[src/pbc_pkg.sv]
package pbc_pkg;

  localparam int W         = 24;
  localparam int F         = 20;
  localparam int XW        = 58;
  localparam int MW        = 28;
  localparam int PW        = 2 * MW;
  localparam int DNB       = 51;
  localparam int DENW      = 23;
  localparam int SW        = 27;
  localparam int ROOT_BITS = 23;
  localparam int SQ_BITS   = 2 * ROOT_BITS;
  localparam int CNTW      = 6;

  localparam logic [2:0] REG_HALF_BOX    = 3'd0;
  localparam logic [2:0] REG_BALL_RADIUS = 3'd1;
  localparam logic [2:0] REG_TIME_STEP   = 3'd2;
  localparam logic [2:0] REG_MASS_P      = 3'd3;
  localparam logic [2:0] REG_MASS_B      = 3'd4;

  typedef logic signed [W-1:0]  word_t;
  typedef logic signed [XW-1:0] wide_t;

  typedef struct packed {
    logic start;
    logic sqrt_mode;
  } div_req_t;

  typedef struct packed {
    logic busy;
    logic done;
  } div_rsp_t;

  localparam wide_t SMAX = wide_t'((64'sd1 <<< (W - 1)) - 64'sd1);
  localparam wide_t SMIN = -SMAX - wide_t'(1);

  function automatic word_t sat(input wide_t x);
    word_t r;
    if (x > SMAX) begin
      r = word_t'(SMAX);
    end else if (x < SMIN) begin
      r = word_t'(SMIN);
    end else begin
      r = word_t'(x);
    end
    return r;
  endfunction

endpackage

[src/pbc_divsqrt.sv]
module pbc_divsqrt (
  input  logic                   clk,
  input  logic                   rst,
  input  pbc_pkg::div_req_t      req,
  input  pbc_pkg::wide_t         num,
  input  logic [pbc_pkg::DENW-1:0] den,
  output pbc_pkg::div_rsp_t      rsp,
  output pbc_pkg::wide_t         res
);
  import pbc_pkg::*;

  logic [DNB-1:0]  acc;
  logic [DNB-1:0]  quo;
  logic [SW-1:0]   rem;
  logic [DENW-1:0] dvr;
  logic [CNTW-1:0] cnt;
  logic            run;
  logic            mode;
  logic            neg;
  logic            done;

  logic [SW-1:0] op_a;
  logic [SW-1:0] op_b;
  logic [SW-1:0] diff;
  logic          ge;
  wide_t         mag;
  wide_t         num_abs;

  always_comb begin
    if (mode) begin
      op_a = {rem[SW-3:0], acc[DNB-1:DNB-2]};
      op_b = {quo[SW-3:0], 2'b01};
    end else begin
      op_a = {rem[SW-2:0], acc[DNB-1]};
      op_b = SW'(dvr);
    end
    ge      = (op_a >= op_b);
    diff    = op_a - op_b;
    num_abs = num[XW-1] ? -num : num;
    mag     = wide_t'({{(XW-DNB){1'b0}}, quo});
    res     = neg ? -mag : mag;
  end

  always_ff @(posedge clk) begin
    if (rst) begin
      run  <= 1'b0;
      done <= 1'b0;
    end else begin
      if (req.start) begin
        run  <= 1'b1;
        done <= 1'b0;
        mode <= req.sqrt_mode;
        dvr  <= den;
        rem  <= '0;
        quo  <= '0;
        if (req.sqrt_mode) begin
          acc <= {num[SQ_BITS-1:0], {(DNB-SQ_BITS){1'b0}}};
          cnt <= CNTW'(ROOT_BITS - 1);
          neg <= 1'b0;
        end else begin
          acc <= num_abs[DNB-1:0];
          cnt <= CNTW'(DNB - 1);
          neg <= num[XW-1];
        end
      end else if (run) begin
        rem  <= ge ? diff : op_a;
        quo  <= {quo[DNB-2:0], ge};
        acc  <= mode ? {acc[DNB-3:0], 2'b00} : {acc[DNB-2:0], 1'b0};
        cnt  <= cnt - CNTW'(1);
        done <= (cnt == '0);
        if (cnt == '0) begin
          run <= 1'b0;
        end
      end else begin
        done <= 1'b0;
      end
    end
  end

  assign rsp.busy = run;
  assign rsp.done = done;

endmodule

[config.mk]
export PLATFORM = sky130hd
export DESIGN_NAME = pbc_divsqrt
export DESIGN_NICKNAME = d
export VERILOG_FILES = /design/src/pbc_pkg.sv /design/src/pbc_divsqrt.sv
export SDC_FILE = /design/constraint.sdc
export NUM_CORES = 1
export LEC_CHECK = 0
export ABC_CLOCK_PERIOD_IN_PS = 10750
export BUFFER_PORTS_ARGS = -buffer_cell sky130_fd_sc_hd__buf_4
export CORE_AREA = 2 2 161 163
export CTS_CLUSTER_DIAMETER = 30
export CTS_CLUSTER_SIZE = 30
export DETAILED_ROUTE_END_ITERATION = 8
export DIE_AREA = 0 0 163 165
export PLACE_DENSITY = 0.68
export SYNTH_ARGS = -nofsm -noshare
export SYNTH_HDL_FRONTEND = slang
export SYNTH_SLANG_ARGS = --single-unit
[constraint.sdc]
create_clock -name clk -period 10.75 [get_ports clk]
set_input_delay 3.225 -clock clk [delete_from_list [all_inputs] [get_ports clk]]
set_output_delay 3.225 -clock clk [all_outputs]
set_load 0.005 [all_outputs]
==> results.json <==
{
  "syn-num-nets": 1284,
  "crit_fanout": 7,
  "synth-async-reset-ratio": 0,
  "synth-edff-count": 159,
  "dieWidth_um": 163,
  "start_util": 0.4682,
  "hold_viol_final": 0,
  "cts_max_path_buffers": 2,
  "finalWorstSetupSlack_ps": 4193,
  "p_total_mw": 1.951,
  "crit_family": "simple AND/OR/NAND/NOR gates",
  "wl_mm": 29.25,
  "powerDensity_nw_per_um2": 143.9,
  "fmax_mhz": 152.5,
  "critPathKind": "reg -> out",
  "cp.required_ps": 7530,
  "port_buffers": 138,
  "post-synth-top-count-cell": "edfxtp_1",
  "fin_nets": 1379,
  "syn_avg_cell_area_um2": 10.04,
  "peakVddDrop_uv": 111.9,
  "cts_tree": "done",
  "cts_root_buffer": "clkbuf_16",
  "hold_path.class": "reg -> reg",
  "ctsResizeCount": 0,
  "vias": 9499,
  "drcViolationCount": 0,
  "grt_max_degree": 99,
  "p_leak_nw": 4.950,
  "path_buf_inv": 3,
  "tightest_slew_ps": 1067,
  "synthCells": 1167,
  "rsz0062_at_grt": "no",
  "ys_warn_count": 0,
  "top_level_ports": 145,
  "slowest_delay_ps": 510,
  "status": "complete, no violations",
  "ys_ff_latch": 161,
  "overflow": 0,
  "die_area_um2": 26900,
  "antenna_left": 0,
  "final-max-slew-violation-count": 0,
  "cts_sinks": 161,
  "numCtsBuffers": 17,
  "grt_pass1_wl_mm": 47.44,
  "netlist_top_cells_count": "edfxtp_1 (159), o21ai_0 (88), nand2_1 (78)",
  "postCtsSetupRepairBufs": 0,
  "synth_top_cell_area_share": 0.4073,
  "firstDrtPassIters": 7,
  "skew_ps": 14.05,
  "start_kind": "register",
  "syn_area_um2": 11720,
  "yosysTopAreaCell": "edfxtp_1",
  "wl_per_cell_um": 18.22,
  "fp.dieH_um": 165,
  "ys_top_cells_by_area": "edfxtp_1 (41%), xnor2_1 (5.5%), mux2i_1 (5.3%), o21ai_0 (3.8%), nor2b_1 (3.5%)",
  "arrival_ps": 3330,
  "relSlewSlack": 0.2869,
  "synth_flop_cell": "edfxtp_1",
  "htreeDepth": 4,
  "grt_util_all_layers": 0.2213,
  "drt_iter0_drc": 862,
  "yosysSeqAreaShare": 0.4108,
  "clk_pin_slew_ps": 70,
  "finalSetupViolations": 0,
  "core-area_um2": 25040,
  "drive_above_1_share": 0.1961,
  "num_rows": 58,
  "timing.setup.tns_ps": 0,
  "period_share": 0.6100,
  "worstSkewPairLatency_ps": 440,
  "yosys.cell_types.count": 75,
  "endpoint_kind": "output pin",
  "cts_hold_buf": 0,
  "diodes": 0,
  "antenna_found_initial": 0,
  "cp_slowest_cell": "edfxtp_1",
  "place_congestion": 0.9125,
  "maxCapViolCount": 0,
  "fin_crit_ps": 6558,
  "grt_pass1_vias": 9179,
  "routed_via_density": 5.918,
  "hpwlAfterDp_mm": 20.40,
  "timing.critical_path.cells": "inv_1, ha_1, or3b_1, nor4_2, nand4_1, inv_2, nand3_2, o41ai_2, xnor2_1, buf_4",
  "area_delta_synth_final_pct": 15.67,
  "pre_cts_ws_ps": 4650
}
-- final timing paths --
path / startpoint / end / slack (ps) / cells after the start
max: quo[0] / res[46] / 4190 / 10
min: run / done / 510 / 1
max reg2reg: mode / rem[25] / 5830 / 12
min reg2reg: run / done / 510 / 1
-- through the flow --
| step | area, µm² | utilization | hold WS (ps) | instances |
|---|---|---|---|---|
| 2_1_floorplan | 11720 | - | 474.8 | 1167 |
| 3_3_place_gp | 12980 | 0.5185 | 494.8 | 1573 |
| 3_5_place_dp | 12980 | 0.5185 | 509.0 | 1573 |
| 4_1_cts | 13560 | 0.5415 | 518.7 | 1605 |
| 5_1_grt | 13560 | 0.5415 | 534.8 | 1605 |
| 6_report | 13560 | 0.5415 | 511.7 | 1605 |
-- placed cells by master, fill, tap and decap left out, drive strengths merged, types with 25 or more instances in the layout --
cell type and count:
nor2b 66, mux2 26, edfxtp 159, nor2 54
nand2 78, xor2 40, mux2i 62, o21ai 96
o211ai 27, inv 25, nand3 37, o31ai 40
a21oi 47, xnor2 73, ha 31, buf 149
-- flip-flops by register name (all words and copies together), names as in the netlist --
register  cells
cnt           6
acc          51
run           1
dvr          23
done          1
quo          51
neg           1
rem          26
mode          1
-- area by class of cell --
class / count / area, µm²
Clock buffer: 17 / 425.4
Clock inverter: 15 / 151.4
Fill cell: 2256 / 11480
Inverter: 20 / 75.07
Multi-Input combinational cell: 913 / 6548
Sequential cell: 161 / 4815
Tap cell: 330 / 412.9
Timing Repair Buffer: 149 / 1131
-- per-layer routing --
metal  GRT usage  vias to the layer above  wire, µm
li1            -                     4623         -
met1      0.3037                     4533     13550
met2      0.3650                      304     13690
met3     0.03817                       39      1592
met4     0.05430                        0       410
met5           0                        -         0
-- kinds of logic after synthesis --
group	Yosys count	synth area share
AND/OR/NAND/NOR	359	0.1718
AO/OA/AOI/OAI	321	0.1888
flip-flops	161	0.4108
XOR/XNOR	113	0.08444
buffers and inverters	93	0.03149
multiplexers	88	0.07793
adder cells (fa/ha/maj)	32	0.03480
-- report_power, final --
group | switching, mW | internal, mW | leakage [nW]
clock network | 0.270 | 0.326 | 0.283
registers | 0.0356 | 0.757 | 1.55
logic | 0.310 | 0.254 | 3.12
Power figures use the tool's default switching activity.
